[config.mk]
export PLATFORM = sky130hd
export DESIGN_NAME = cs0_to_modified_utf8_unit_flat
export DESIGN_NICKNAME = d
export VERILOG_FILES = /design/src/rtl/cs0m_pkg.sv /design/src/rtl/cs0m_ifs.sv /design/src/rtl/cs0_to_modified_utf8_unit.sv /design/src/rtl/cs0m_front.sv /design/src/rtl/cs0m_fifo.sv /design/src/rtl/cs0m_back.sv /design/src/flat_wrapper.sv
export SDC_FILE = /design/constraint.sdc
export NUM_CORES = 1
export LEC_CHECK = 0
export BUFFER_PORTS_ARGS = -buffer_cell sky130_fd_sc_hd__buf_2
export CORE_ASPECT_RATIO = 0.9
export CORE_UTILIZATION = 49
export CTS_CLUSTER_DIAMETER = 30
export DETAILED_ROUTE_END_ITERATION = 10
export PLACE_DENSITY_LB_ADDON = 0.08
export RECOVER_POWER = 50
export SLEW_MARGIN = 20
export SYNTH_ARGS = -nofsm -noshare
export SYNTH_HDL_FRONTEND = slang
export SYNTH_SLANG_ARGS = --single-unit
[constraint.sdc]
create_clock -name clock -period 5.95 [get_ports clock]
set_input_delay 1.19 -clock clock [delete_from_list [all_inputs] [get_ports clock]]
set_output_delay 1.19 -clock clock [all_outputs]
set_load 0.05 [all_outputs]
[src/rtl/cs0m_pkg.sv]
`timescale 1ns / 1ps

package cs0m_pkg;

   // String modes
   localparam logic [1:0] MODE_IDLE   = 2'd0;
   localparam logic [1:0] MODE_8      = 2'd1;
   localparam logic [1:0] MODE_16     = 2'd2;
   localparam logic [1:0] MODE_REJECT = 2'd3;

   // Compression IDs
   localparam logic [7:0] CID_8  = 8'd8;
   localparam logic [7:0] CID_16 = 8'd16;

   // Modified UTF-8 byte forms
   localparam logic [7:0]  LEAD2     = 8'hC0;
   localparam logic [7:0]  LEAD3     = 8'hE0;
   localparam logic [7:0]  CONT      = 8'h80;
   localparam logic [15:0] ONE_LIMIT = 16'h0080;
   localparam logic [15:0] TWO_LIMIT = 16'h07FF;

   // One queued job: up to three character bytes, then an optional end word
   typedef struct packed {
      logic [15:0] ch;
      logic [1:0]  len;   // character bytes, 0..3
      logic        term;  // end word follows
      logic        err;   // end word is the rejection word
   } job_type;

   function automatic logic [1:0] char_len(input logic [15:0] ch);
      logic [1:0] n;
      if (ch != 16'd0 && ch < ONE_LIMIT) begin
         n = 2'd1;
      end else if (ch <= TWO_LIMIT) begin
         n = 2'd2;
      end else begin
         n = 2'd3;
      end
      return n;
   endfunction

   function automatic logic [7:0] char_byte(input logic [15:0] ch, input logic [1:0] len,
                                            input logic [1:0] idx);
      logic [7:0] b;
      b = ch[7:0];
      case (len)
         2'd2: begin
            if (idx == 2'd0) b = LEAD2 | {3'b000, ch[10:6]};
            else             b = CONT | {2'b00, ch[5:0]};
         end
         2'd3: begin
            if (idx == 2'd0)      b = LEAD3 | {4'b0000, ch[15:12]};
            else if (idx == 2'd1) b = CONT | {2'b00, ch[11:6]};
            else                  b = CONT | {2'b00, ch[5:0]};
         end
         default: b = ch[7:0];
      endcase
      return b;
   endfunction

endpackage

[src/rtl/cs0m_ifs.sv]
`timescale 1ns / 1ps

interface cs0m_req_if;
   logic       valid;
   logic       ready;
   logic [7:0] in_byte;
   logic       first_of_string;
   logic       last_of_string;

   modport source (output valid, in_byte, first_of_string, last_of_string, input ready);
   modport sink   (input valid, in_byte, first_of_string, last_of_string, output ready);
endinterface

interface cs0m_rsp_if;
   logic       valid;
   logic       ready;
   logic [7:0] out_byte;
   logic       status;
   logic       end_of_string;

   modport source (output valid, out_byte, status, end_of_string, input ready);
   modport sink   (input valid, out_byte, status, end_of_string, output ready);
endinterface

[src/rtl/cs0_to_modified_utf8_unit.sv]
`timescale 1ns / 1ps
// Channel | Dir | Word
// req_if  | in  | in_byte[7:0], first_of_string, last_of_string
// rsp_if  | out | out_byte[7:0], status, end_of_string
//
// Takes one input word per cycle while the job queue has room; a word gives
// zero to four output words, one per cycle while rsp_if is ready, so the output
// side sets the rate.
// When idle, an accepted word goes through the job queue, then the output register.
// Reset clears string mode, held byte, queue and output register; no sweep.
// The queue (QUEUE_DEPTH jobs) and output register let either side stall
// on its own; input ready drops only when the queue is full.

module cs0_to_modified_utf8_unit #(
   parameter int QUEUE_DEPTH = 4
) (
   input logic         clock,
   input logic         reset,
   cs0m_req_if.sink    req_if,
   cs0m_rsp_if.source  rsp_if
);

   // front: tracks string mode and the pending UTF-16 high byte, and turns each
   // accepted word that gives output into one job (character bytes plus optional end word)
   logic              push, pop, full, empty;
   cs0m_pkg::job_type push_job, head_job;

   cs0m_front u_front (
      .clock      (clock),
      .reset      (reset),
      .req        (req_if),
      .queue_full (full),
      .push       (push),
      .job        (push_job)
   );

   // jobs wait here; words that give no output never enter
   cs0m_fifo #(
      .DEPTH (QUEUE_DEPTH)
   ) u_fifo (
      .clock (clock),
      .reset (reset),
      .push  (push),
      .wdata (push_job),
      .pop   (pop),
      .rdata (head_job),
      .full  (full),
      .empty (empty)
   );

   // back: walks the head job one output byte per unstalled cycle into the output reg
   cs0m_back u_back (
      .clock (clock),
      .reset (reset),
      .head  (head_job),
      .empty (empty),
      .pop   (pop),
      .rsp   (rsp_if)
   );

endmodule

[src/rtl/cs0m_front.sv]
`timescale 1ns / 1ps

module cs0m_front (
   input  logic              clock,
   input  logic              reset,
   cs0m_req_if.sink          req,
   input  logic              queue_full,
   output logic              push,
   output cs0m_pkg::job_type job
);

   logic [1:0] mode_ff, mode_in;
   logic [7:0] hi_ff, hi_in;
   logic       hi_vld_ff, hi_vld_in;
   logic       accept;
   logic [15:0] ch;

   assign req.ready = !queue_full;
   assign accept    = req.valid && req.ready;

   always_comb begin
      mode_in   = mode_ff;
      hi_in     = hi_ff;
      hi_vld_in = hi_vld_ff;
      ch        = {8'h00, req.in_byte};
      job       = '0;
      if (req.first_of_string) begin
         hi_vld_in = 1'b0;
         hi_in     = 8'h00;
         if (req.in_byte == cs0m_pkg::CID_8 || req.in_byte == cs0m_pkg::CID_16) begin
            mode_in = (req.in_byte == cs0m_pkg::CID_8) ? cs0m_pkg::MODE_8 : cs0m_pkg::MODE_16;
            if (req.last_of_string) begin
               job.term = 1'b1;
               mode_in  = cs0m_pkg::MODE_IDLE;
            end
         end else begin
            job.term = 1'b1;
            job.err  = 1'b1;
            mode_in  = req.last_of_string ? cs0m_pkg::MODE_IDLE : cs0m_pkg::MODE_REJECT;
         end
      end else begin
         unique case (mode_ff)
            cs0m_pkg::MODE_8: begin
               job.len = cs0m_pkg::char_len(ch);
            end
            cs0m_pkg::MODE_16: begin
               if (hi_vld_ff) begin
                  ch        = {hi_ff, req.in_byte};
                  job.len   = cs0m_pkg::char_len(ch);
                  hi_vld_in = 1'b0;
                  hi_in     = 8'h00;
               end else begin
                  hi_in     = req.in_byte;
                  hi_vld_in = 1'b1;
               end
            end
            cs0m_pkg::MODE_REJECT: begin
               if (req.last_of_string) mode_in = cs0m_pkg::MODE_IDLE;
            end
            default: ;
         endcase
         if (req.last_of_string &&
             (mode_ff == cs0m_pkg::MODE_8 || mode_ff == cs0m_pkg::MODE_16)) begin
            job.term  = 1'b1;
            mode_in   = cs0m_pkg::MODE_IDLE;
            hi_vld_in = 1'b0;
            hi_in     = 8'h00;
         end
      end
      job.ch = ch;
   end

   assign push = accept && (job.len != 2'd0 || job.term);

   always_ff @(posedge clock) begin
      if (reset) begin
         mode_ff   <= cs0m_pkg::MODE_IDLE;
         hi_ff     <= 8'h00;
         hi_vld_ff <= 1'b0;
      end else if (accept) begin
         mode_ff   <= mode_in;
         hi_ff     <= hi_in;
         hi_vld_ff <= hi_vld_in;
      end
   end

`ifndef ASSERT_OFF
   // a held high byte only exists inside a 16-bit string
   a_hi_mode: assert property (@(posedge clock) disable iff (reset)
      hi_vld_ff |-> mode_ff == cs0m_pkg::MODE_16)
      else $error("held high byte outside 16-bit mode");
`endif

endmodule

[src/rtl/cs0m_fifo.sv]
`timescale 1ns / 1ps

module cs0m_fifo #(
   parameter int DEPTH = 4
) (
   input  logic              clock,
   input  logic              reset,
   input  logic              push,
   input  cs0m_pkg::job_type wdata,
   input  logic              pop,
   output cs0m_pkg::job_type rdata,
   output logic              full,
   output logic              empty
);

   localparam int PTR_W = (DEPTH > 1) ? $clog2(DEPTH) : 1;
   localparam int CNT_W = $clog2(DEPTH + 1);
   localparam logic [PTR_W-1:0] LAST_PTR = PTR_W'(DEPTH - 1);
   localparam logic [CNT_W-1:0] FULL_CNT = CNT_W'(DEPTH);

   cs0m_pkg::job_type mem_ff [DEPTH];
   logic [PTR_W-1:0] wr_ptr_ff, wr_ptr_in, rd_ptr_ff, rd_ptr_in;
   logic [CNT_W-1:0] cnt_ff, cnt_in;

   assign full  = cnt_ff == FULL_CNT;
   assign empty = cnt_ff == '0;
   assign rdata = mem_ff[rd_ptr_ff];

   always_comb begin
      wr_ptr_in = wr_ptr_ff;
      rd_ptr_in = rd_ptr_ff;
      cnt_in    = cnt_ff;
      if (push) wr_ptr_in = (wr_ptr_ff == LAST_PTR) ? '0 : wr_ptr_ff + 1'b1;
      if (pop)  rd_ptr_in = (rd_ptr_ff == LAST_PTR) ? '0 : rd_ptr_ff + 1'b1;
      if (push && !pop)      cnt_in = cnt_ff + 1'b1;
      else if (pop && !push) cnt_in = cnt_ff - 1'b1;
   end

   always_ff @(posedge clock) begin
      if (reset) begin
         wr_ptr_ff <= '0;
         rd_ptr_ff <= '0;
         cnt_ff    <= '0;
      end else begin
         wr_ptr_ff <= wr_ptr_in;
         rd_ptr_ff <= rd_ptr_in;
         cnt_ff    <= cnt_in;
      end
   end

   always_ff @(posedge clock) begin
      if (push) mem_ff[wr_ptr_ff] <= wdata;
   end

`ifndef ASSERT_OFF
   a_no_overflow: assert property (@(posedge clock) disable iff (reset)
      (push && full) |-> pop)
      else $error("queue overflow");
`endif

endmodule

[src/rtl/cs0m_back.sv]
`timescale 1ns / 1ps

module cs0m_back (
   input  logic              clock,
   input  logic              reset,
   input  cs0m_pkg::job_type head,
   input  logic              empty,
   output logic              pop,
   cs0m_rsp_if.source        rsp
);

   logic [1:0] idx_ff, idx_in;
   logic       vld_ff, vld_in;
   logic [7:0] byte_ff, byte_in;
   logic       st_ff, st_in;
   logic       eos_ff, eos_in;
   logic       load, take, char_step, final_step;

   assign load       = !vld_ff || rsp.ready;
   assign take       = load && !empty;
   assign char_step  = idx_ff < head.len;
   // last word of a job: end word if any, else the last character byte
   assign final_step = head.term ? !char_step : (idx_ff == head.len - 2'd1);
   assign pop        = take && final_step;

   always_comb begin
      idx_in  = idx_ff;
      vld_in  = vld_ff;
      byte_in = byte_ff;
      st_in   = st_ff;
      eos_in  = eos_ff;
      if (take) begin
         vld_in = 1'b1;
         idx_in = final_step ? 2'd0 : idx_ff + 2'd1;
         if (char_step) begin
            byte_in = cs0m_pkg::char_byte(head.ch, head.len, idx_ff);
            st_in   = 1'b0;
            eos_in  = 1'b0;
         end else begin
            byte_in = 8'h00;
            st_in   = head.err;
            eos_in  = 1'b1;
         end
      end else if (rsp.ready) begin
         vld_in = 1'b0;
      end
   end

   always_ff @(posedge clock) begin
      if (reset) begin
         vld_ff <= 1'b0;
         idx_ff <= 2'd0;
      end else begin
         vld_ff <= vld_in;
         idx_ff <= idx_in;
      end
   end

   always_ff @(posedge clock) begin
      byte_ff <= byte_in;
      st_ff   <= st_in;
      eos_ff  <= eos_in;
   end

   assign rsp.valid         = vld_ff;
   assign rsp.out_byte      = byte_ff;
   assign rsp.status        = st_ff;
   assign rsp.end_of_string = eos_ff;

`ifndef ASSERT_OFF
   a_err_word: assert property (@(posedge clock) disable iff (reset)
      (vld_ff && st_ff) |-> (eos_ff && byte_ff == 8'h00))
      else $error("rejection word malformed");
   a_idx_bound: assert property (@(posedge clock) disable iff (reset)
      !empty |-> ({1'b0, idx_ff} < {1'b0, head.len} + {2'b00, head.term}))
      else $error("byte index past end of job");
`endif

endmodule
[src/flat_wrapper.sv]
// flat-port wrapper written by rule: the top's interface ports become plain ports
module cs0_to_modified_utf8_unit_flat 
#(
   parameter int QUEUE_DEPTH = 4
)
  (clock, reset, req_if_valid, req_if_in_byte, req_if_first_of_string, req_if_last_of_string, req_if_ready, rsp_if_valid, rsp_if_out_byte, rsp_if_status, rsp_if_end_of_string, rsp_if_ready);
  cs0m_req_if req_if_i ();
  cs0m_rsp_if rsp_if_i ();
  input logic clock;
  input logic reset;
  input wire logic [$bits(req_if_i.valid)-1:0] req_if_valid;
  input wire logic [$bits(req_if_i.in_byte)-1:0] req_if_in_byte;
  input wire logic [$bits(req_if_i.first_of_string)-1:0] req_if_first_of_string;
  input wire logic [$bits(req_if_i.last_of_string)-1:0] req_if_last_of_string;
  output wire logic [$bits(req_if_i.ready)-1:0] req_if_ready;
  output wire logic [$bits(rsp_if_i.valid)-1:0] rsp_if_valid;
  output wire logic [$bits(rsp_if_i.out_byte)-1:0] rsp_if_out_byte;
  output wire logic [$bits(rsp_if_i.status)-1:0] rsp_if_status;
  output wire logic [$bits(rsp_if_i.end_of_string)-1:0] rsp_if_end_of_string;
  input wire logic [$bits(rsp_if_i.ready)-1:0] rsp_if_ready;
  assign req_if_i.valid = req_if_valid;
  assign req_if_i.in_byte = req_if_in_byte;
  assign req_if_i.first_of_string = req_if_first_of_string;
  assign req_if_i.last_of_string = req_if_last_of_string;
  assign req_if_ready = req_if_i.ready;
  assign rsp_if_valid = rsp_if_i.valid;
  assign rsp_if_out_byte = rsp_if_i.out_byte;
  assign rsp_if_status = rsp_if_i.status;
  assign rsp_if_end_of_string = rsp_if_i.end_of_string;
  assign rsp_if_i.ready = rsp_if_ready;
  cs0_to_modified_utf8_unit #(.QUEUE_DEPTH(QUEUE_DEPTH)) u_core (.clock(clock), .reset(reset), .req_if(req_if_i), .rsp_if(rsp_if_i));
endmodule
# After elaboration in Yosys (flattened, before gate mapping)
# Memory sizes are Yosys's and may differ from the RTL's. A register that Yosys moved wholly into a read port is not among the register bits.
# Index checks and enable logic that the tools add are counted.
[op_classes]
n_addsub = 6
multipliers = 0
div = 0
order_cmp = 4
eq_ne = 12
shifts = 0
mux = 48
n_bitwise = 0
n_reduce_logical = 31
[op_table]
columns = ["cell", "count"]
rows = [
  ["$mux W16", 3],
  ["$mux W2", 17],
  ["$mux W8", 4],
  ["$mux W1", 17],
  ["$le A16 B11 Y1 const B", 1],
  ["$lt A16 B8 Y1 const B", 1],
  ["$pmux W8 S2", 1],
  ["$reduce_bool A16 Y1", 1],
  ["$mux W7", 2],
  ["$eq A2 B2 Y1 const B", 6],
  ["$logic_and A1 B1 Y1", 9],
  ["$reduce_bool A3 Y1", 3],
  ["$eq A8 B4 Y1 const B", 1],
  ["$eq A8 B5 Y1 const B", 1],
  ["$lt A8 B8 Y1 const B", 1],
  ["$reduce_bool A8 Y1", 1],
  ["$add A2 B1 Y2 const B", 3],
  ["$logic_not A1 Y1", 6],
  ["$mux W3", 2],
  ["$mux W6", 1],
  ["$reduce_bool A2 Y1", 3],
  ["$eq A2 B1 Y1 const B", 2],
  ["$logic_or A1 B1 Y1", 4],
  ["$pmux W2 S2", 1],
  ["other kinds (10)", 10],
]
[totals]
register_bits = 31
latchBits = 0
ram_bits = 80
romBits = 0
in_bits = 14
out_inout_bits = 12
memories = 1
[memory_table]
columns = ["memory", "words", "width", "rd", "rd_clocked_by_memory_dff", "write_ports", "line", "source"]
rows = [
  ["u_core.u_fifo.mem_ff", 4, 20, 1, 1, 1, "cs0m_fifo.sv:21", "cs0m_pkg::job_type mem_ff [DEPTH];"],
]

# Longest topological paths before layout
# Gate-level depths: netlist of the first run.
[depth]
word_depth = 13
depth_mapped = 15

# Cells and area by module
# A second synthesis of the first run with hierarchy kept.
[hier_totals]
cells_unflattened = 334
area_unflattened_um2 = 4916.0
[modules_own_cells]
columns = ["mod", "instances", "cells_per_inst", "area_each_um2", "seq_area_each_um2"]
rows = [
  ["cs0m_fifo", 1, 148, 3325.7, 2582.5],
  ["cs0m_back", 1, 92, 848.3, 360.3],
  ["cs0m_front", 1, 94, 742.0, 220.2],
]

# Worst setup path after synthesis of the first run
# No wires, ideal clock.
[synth_timing]
path_kind = "register to register"
startpoint = "reg with a tool-made name"
endpoint = "reg u_core.u_fifo.cnt_ff[2]"
setup_ns = 0.071
arrival_time_ns = 3.555
t_required_ns = 5.879
setup_slack_ns = 2.325
stages_incl_launch_ff = 16
n_path_buf = 2
synth_period_minus_slack_ns = 3.625
cell_sequence = "dfxtp_1 buf_2 buf_2 mux4_2 inv_1 ha_1 xor2_1 or3_1 a21boi_1 inv_1 ha_1 inv_1 fa_1 xor2_1 or3_1 a21oi_1"
[synth_rtl]
columns = ["element", "line", "source"]
rows = [
  ["end signal: assignment", "cs0m_fifo.sv:47", "cnt_ff <= cnt_in;"],
  ["end: declaration", "cs0m_fifo.sv:23", "logic [CNT_W-1:0] cnt_ff, cnt_in;"],
]

==> impl_metrics.yaml, run 1 <==
status:
  outcome: "finished clean"
cells_and_area:
  nets: 386
  fin_area_mm2: 0.00568
  area_delta_synth_final_pct: 16.3
  antenna_cells: 0
  drive_above_1_share_pct: 20.9
  final_util_pct: 58.8
clocking:
  cts_hold_buf: 0
  insertion_delay_ns: 0.51
  post_cts_buffers: 0
  cts_sinks: 113
  cts_max_path_buffers: 2
  cts-root-buf: "clkbuf_8"
  cts_tree: "yes"
  post_cts_resized: 0
  clk_pin_slew_ns: 0.06
  htreeDepth: 4
  numCtsBuffers: 17
die:
  ios: 26
  start_util_pct: 50.6
  die-area_mm2: 0.0104
  core_mm2: 0.00966
  fp.dieW_um: 107
  die_y_um: 96.7
  row_count: 34
pwr:
  p_leak_nw: 1.96
  power_density_mw_per_mm2: 491
  ir_worst_vdd_mv: 0.264
  total_power_mw: 2.79
critical_path:
  cp-start-kind: "flip-flop"
  crit_type: "flip-flop to flip-flop"
  crit_path_end_kind: "flip-flop"
  path_max_fanout: 8
  crit_required_ns: 6.37
  reg2regPathDepth: 13
  worstPathArrival_ns: 4.18
routing:
  vias: 2841
  wl_met1_um: 4450
  avgRoutedWirePerCell_um: 18.9
  wl_met3_um: 456
  wl_um: 9360
  ant_nets: 0
  firstDrtPassIters: 5
  route.top_layer_used: "met4"
  dr_wl_met2_um: 4360
  via_per_inst: 5.74
  drc: 0
  first_iter_violations: 163
timing:
  period_share_pct: 63.1
  setup_viol: 0
  tns_ns: 0
  finalClockSkew_ns: 0.0106
  drv_slew: 0
  setup_slack_ns: 2.19
  fmax_mhz: 266
  rsz0062_at_grt: "false"
  post-route-min-period_ns: 3.76
  hold_viol_final: 0
  max_slew_margin_pct: 35.3
  worstMarginPinSlew_ns: 0.971
synthesis:
  syn_nets: 354
  synth_most_common_cell: "edfxtp_1"
  yosys_warnings: 0
  synth_flop_cell: "edfxtp_1"
  synth_top_area_share_pct: 55.3
  synthTopCellsByCount: "90 x edfxtp_1, 29 x nor2_1, 23 x dfxtp_1, 20 x mux4_2, 15 x ha_1"
  synthCells: 324
  synth_async_sr_flop_share_pct: 0
  yosysTopAreaCell: "edfxtp_1"
  ys_ff_latch: 113
  yosys-top-cells-area: "edfxtp_1 55%, dfxtp_1 9.4%, mux4_2 9.2%, ha_1 3.8%, nor2_1 2.2%"
  ys_seq_area_share_pct: 64.8
  synth.cell_area_mm2: 0.00488
  syn_avg_cell_area_um2: 15.1
  synth-edff-count: 90
  yosysUniqueCellTypes: 49
grt:
  antenna_found_initial: 0
  grt_pass1_wl_um: 15100
  grt_max_degree: 23
  grt-ovfl-total: 0
  first_global_vias: 2765
  grtUsageTotal_pct: 20.0
place:
  placement.setup.worst_slack_ns: 1.92
  hpwl_um: 6070
  place_congestion: 0.730
  dpl-instance-area_mm2: 0.00513
  io_buffers: 25
job:
  maxCapViolations: 0
worst_hold_path:
  min_path_type: "flip-flop to flip-flop"
  whs_path_depth: 2
## placed cells by master, fill, tap and decap left out, drive strengths merged, types with 2 or more instances in the layout
master     n
nor4       4
nor3       4
nor2b      2
clkbuf    38
or3        2
bufinv     2
nor2      29
and3       9
mux2       6
xor2       4
nand2      8
ha        15
a21oi     11
clkinv     3
edfxtp    90
a211oi     3
dfxtp     23
nand3      4
or2        2
a21o       2
and2       6
nand2b     7
a22oi      9
inv       21
a31oi      2
mux2i      5
clkinvlp   2
o21ai      6
a32o       3
mux4      20
buf        8
o211ai     2
or4        2
## critical path: stages, from the launching register on
cell	delay, ns
dfxtp_1	0.72
mux4_2	0.64
inv_1	0.08
ha_1	0.23
xor2_1	0.14
or3_1	0.33
a21boi_1	0.39
inv_1	0.11
ha_1	0.23
inv_1	0.08
fa_1	0.18
xor2_1	0.07
or3_1	0.31
a21oi_1	0.15
## cell families after synthesis
kind of cell             share of synthesized area, %
flip-flops                                       64.8
AND/OR/NAND/NOR                                  8.94
AO/OA/AOI/OAI                                    7.15
multiplexers                                     11.7
buffers and inverters                            2.28
adder cells (fa/ha/maj)                          4.25
XOR/XNOR                                        0.897
## cell type report
class                   count  area (um^2)
fillers                   758         3980
flip-flops and latches    113         3160
multi-input cells         182         1600
clock buffers              17          414
clock inverters            15          171
well taps                 126          158
repair buffers             29          124
inverters                  13         48.8
## per-layer routing
| metal | global-route usage, % | vias to the layer above |
|---|---|---|
| met5 | 0 | - |
| met1 | 28.6 | 1415 |
| li1 | - | 1325 |
| met3 | 5.86 | 11 |
| met2 | 29.1 | 90 |
| met4 | 7.17 | 0 |
## flip-flops by register name (all words and copies together) (netlist names), named ones only
| name | cells |
|---|---|
| u_core.u_back.rsp.valid | 1 |
| u_core.u_back.rsp.end_of_string | 1 |
| u_core.u_front.hi_vld_ff | 1 |
| u_core.u_fifo.wr_ptr_ff | 2 |
| u_core.u_fifo.mem_ff | 80 |
| u_core.u_fifo.cnt_ff | 3 |
| u_core.u_back.rsp.out_byte | 8 |
| u_core.u_back.rsp.status | 1 |
| u_core.u_front.mode_ff | 2 |
| u_core.u_front.hi_ff | 8 |
| u_core.u_back.idx_ff | 2 |
| u_core.u_fifo.rd_ptr_ff | 2 |
## through the flow
step	hold WS (ns)	instances
floorplan	0.462	324
global placement	0.451	463
detailed placement	0.467	463
CTS	0.477	495
global route	0.517	495
finish	0.475	495
## report_power, final
group,total (mW),internal (mW),switching [mW]
clock network,0.990,0.607,0.383
registers,1.04,0.979,0.0585
logic,0.761,0.286,0.474
total,2.79,1.87,0.916
## final timing paths
kind | start | to | slack (ns)
worst max-delay path | flip-flop | u_core.u_fifo.cnt_ff[2]$_SDFFE_PP0P_ | 2.19
worst min-delay path | u_core.u_back.rsp.valid$_SDFFE_PP0P_ | u_core.u_back.rsp.valid$_SDFFE_PP0P_ | 0.48
worst max register to register | flip-flop | u_core.u_fifo.cnt_ff[2]$_SDFFE_PP0P_ | 2.19
worst min register to register | u_core.u_back.rsp.valid$_SDFFE_PP0P_ | u_core.u_back.rsp.valid$_SDFFE_PP0P_ | 0.48
Note: power is estimated with default switching activity, not from simulation.
==> inputs of run 2 (changes only) <==
- ABC_AREA: unset -> 1
- clock period: 5.95 -> 3.45 ns (I/O delays scaled with it)
==> run 2 against run 1 <==
  * Critical path depth up 4
  * Cell count up 32%
  * Sequential share of layout area down 0.28 points
  * Count of clock-buffer cells in the layout up 5
  * Power up 77%
  * Wire length up 9.2%
  * Clock skew down 0.0011 ns
  * Clock power up 57%
  * Setup slack worse by 1.9 ns
  * Via count up 20%
  * Cell area up 0.46%
  * Non-clock buffer count up 7
  * Critical path type unchanged
  * Largest cell class unchanged
  * Highest routed layer unchanged
==> impl_metrics.yaml, run 2 <==
critical_path:
  crit_buf_inv: 3
  worstPathArrival_ns: 3.51
  cp-start-kind: "flip-flop"
  r2r-end: "u_core.u_fifo.cnt_ff[2]$_SDFFE_PP0P_"
  crit_path_end_kind: "flip-flop"
  rrSetupSlack_ns: 0.32
  crit_chain: "buf_4 -> nand2_1 -> a32oi_2 -> inv_1 -> ha_1 -> nor2_1 -> nor2_1 -> nand3_1 -> o21ai_1 -> nand2_1 -> ha_1 -> inv_1 -> fa_1 -> a21oi_1 -> o21ai_0 -> o21ai_0 -> a21oi_1"
  crit_type: "flip-flop to flip-flop"
  reg2regPathDepth: 17
  slowest_delay_ns: 0.44
  crit_cells: 17
  path_max_fanout: 17
  cpMaxStageDelayCell: "fa_1"
  crit_required_ns: 3.83
  critPathTopFamily: "adder cells"
cells_and_area:
  nets: 543
  antenna_cells: 0
  regMostFlops: "u_core.u_fifo.mem_ff"
  nFillCells: 848
  largest_register_ffs: 80
  drive_above_1_share_pct: 10.8
  final_util_pct: 58.8
  final_common_cell: "nand2_1"
  layout_common_cells: "96 x nand2_1, 90 x edfxtp_1, 70 x nor2_1, 42 x inv_1, 38 x o21ai_0"
  regArea_mm2: 0.00316
  final_cell_count_no_fill: 652
  multiInputGateArea_mm2: 0.00148
  area_delta_synth_final_pct: 16.6
  fin_area_mm2: 0.00571
synthesis:
  synthTopCellsByCount: "96 x nand2_1, 90 x edfxtp_1, 70 x nor2_1, 43 x inv_1, 36 x o21ai_0"
  yosys-top-cells-area: "edfxtp_1 55%, dfxtp_1 9.4%, nand2_1 7.4%, nor2_1 5.4%, ha_1 3.8%"
  synth.cell_area_mm2: 0.00489
  yosysTopAreaCell: "edfxtp_1"
  synth_most_common_cell: "nand2_1"
  ys_seq_area_share_pct: 64.6
  syn_nets: 501
  syn_avg_cell_area_um2: 10.4
  synth_flop_cell: "edfxtp_1"
  synth_top_area_share_pct: 55.2
  synth_async_sr_flop_share_pct: 0
  synthCells: 471
  synth-edff-count: 90
  yosys_warnings: 0
  yosysUniqueCellTypes: 33
  ys_ff_latch: 113
job:
  maxCapViolations: 0
worst_hold_path:
  hold_path_end: "u_core.u_front.hi_ff[1]$_SDFFE_PP0P_"
  whs_path_depth: 2
  min_path_type: "flip-flop to flip-flop"
  min_from: "u_core.u_front.hi_ff[1]$_SDFFE_PP0P_"
clocking:
  post_cts_resized: 0
  cts_hold_buf: 0
  cts-root-buf: "clkbuf_8"
  cts_sinks: 113
  htreeDepth: 4
  numCtsBuffers: 17
  cts_max_path_buffers: 2
  cts_tree: "yes"
  post_cts_buffers: 0
  insertion_delay_ns: 0.50
  clk_pin_slew_ns: 0.06
die:
  fp.dieW_um: 107
  start_util_pct: 50.5
  die-area_mm2: 0.0104
  die_y_um: 96.8
  row_count: 34
  ios: 26
  core_mm2: 0.00970
routing:
  avgRoutedWirePerCell_um: 15.7
  wl_um: 10200
  first_iter_violations: 183
  ant_nets: 0
  firstDrtPassIters: 7
  via_per_inst: 5.22
  drc: 0
  vias: 3404
place:
  io_buffers: 25
  placement.setup.worst_slack_ns: 0.311
  hpwl_um: 6670
  dpl-instance-area_mm2: 0.00520
  place_congestion: 0.863
  dp_cells: 620
pwr:
  power_density_mw_per_mm2: 864
  p_leak_nw: 2.26
  ir_worst_vdd_mv: 0.480
  total_power_mw: 4.93
grt:
  grt-ovfl-total: 0
  grt_max_degree: 29
  grtUsageTotal_pct: 21.3
  first_global_vias: 3192
  grt_pass1_wl_um: 16400
  antenna_found_initial: 0
timing:
  max_slew_margin_pct: 32.3
  post-route-min-period_ns: 3.13
  finalClockSkew_ns: 0.00946
  period_share_pct: 90.8
  setup_viol: 0
  worstMarginPinSlew_ns: 1.01
  fmax_mhz: 319
  hold_viol_final: 0
  drv_slew: 0
  setup_slack_ns: 0.318
status:
  outcome: "finished clean"
[run 2: worst max-delay path by stage]
stage                    from                                    to  slack [ns]
floorplan           flip-flop  u_core.u_fifo.cnt_ff[2]$_SDFFE_PP0P_        0.28
global placement    flip-flop  u_core.u_fifo.cnt_ff[2]$_SDFFE_PP0P_        0.41
detailed placement  flip-flop  u_core.u_fifo.cnt_ff[2]$_SDFFE_PP0P_        0.31
CTS                 flip-flop  u_core.u_fifo.cnt_ff[2]$_SDFFE_PP0P_        0.29
global route        flip-flop  u_core.u_fifo.cnt_ff[2]$_SDFFE_PP0P_       -0.02
finish              flip-flop  u_core.u_fifo.cnt_ff[2]$_SDFFE_PP0P_        0.32
[run 2: power by group]
part | switching (mW) | internal, mW | leakage (nW)
Clock | 0.588 | 0.957 | 0.257
Sequential | 0.0721 | 1.72 | 1.04
Combinational | 1.14 | 0.452 | 0.956
Total | 1.80 | 3.13 | 2.26
[run 2: worst min-delay path, cell delays in order (launching register included)]
cell	delay (ns)
dfxtp_1	0.32
nand2_1	0.06
a21oi_1	0.06
[run 2: per-layer routing]
layer | global-route usage [%] | part of all wire [%]
met5 | 0 | 0
met4 | 7.06 | 1.0
met3 | 5.05 | 3.6
met2 | 31.3 | 45
met1 | 31.2 | 50
[run 2: cells by family (layout without fill, tap and decap cells)]
group	Yosys count	after routing	share of synthesized area (%)
xor gates and xnor gates	1	1	0.179
AOI/OAI and AO/OA	91	91	10.6
and+or+nand+nor	188	188	15.4
adders and majority gates	16	16	4.24
DFF	113	113	64.6
buffers and inverters	62	117	4.93
[run 2: final cells by class]
class / instances / share of cell area (%)
well taps: 126 / 2.76
clock inverters: 10 / 1.05
clock buffers: 22 / 8.33
flip-flops and latches: 113 / 55.4
repair buffers: 36 / 3.22
inverters: 49 / 3.31
multi-input cells: 296 / 25.9
[run 2: per-stage QoR]
step | hold slack (ns) | TNS, ns
6_report | 0.487 | 0
3_5_place_dp | 0.480 | 0
4_1_cts | 0.422 | 0
5_1_grt | 0.493 | -0.0220
2_1_floorplan | 0.452 | 0
3_3_place_gp | 0.473 | 0
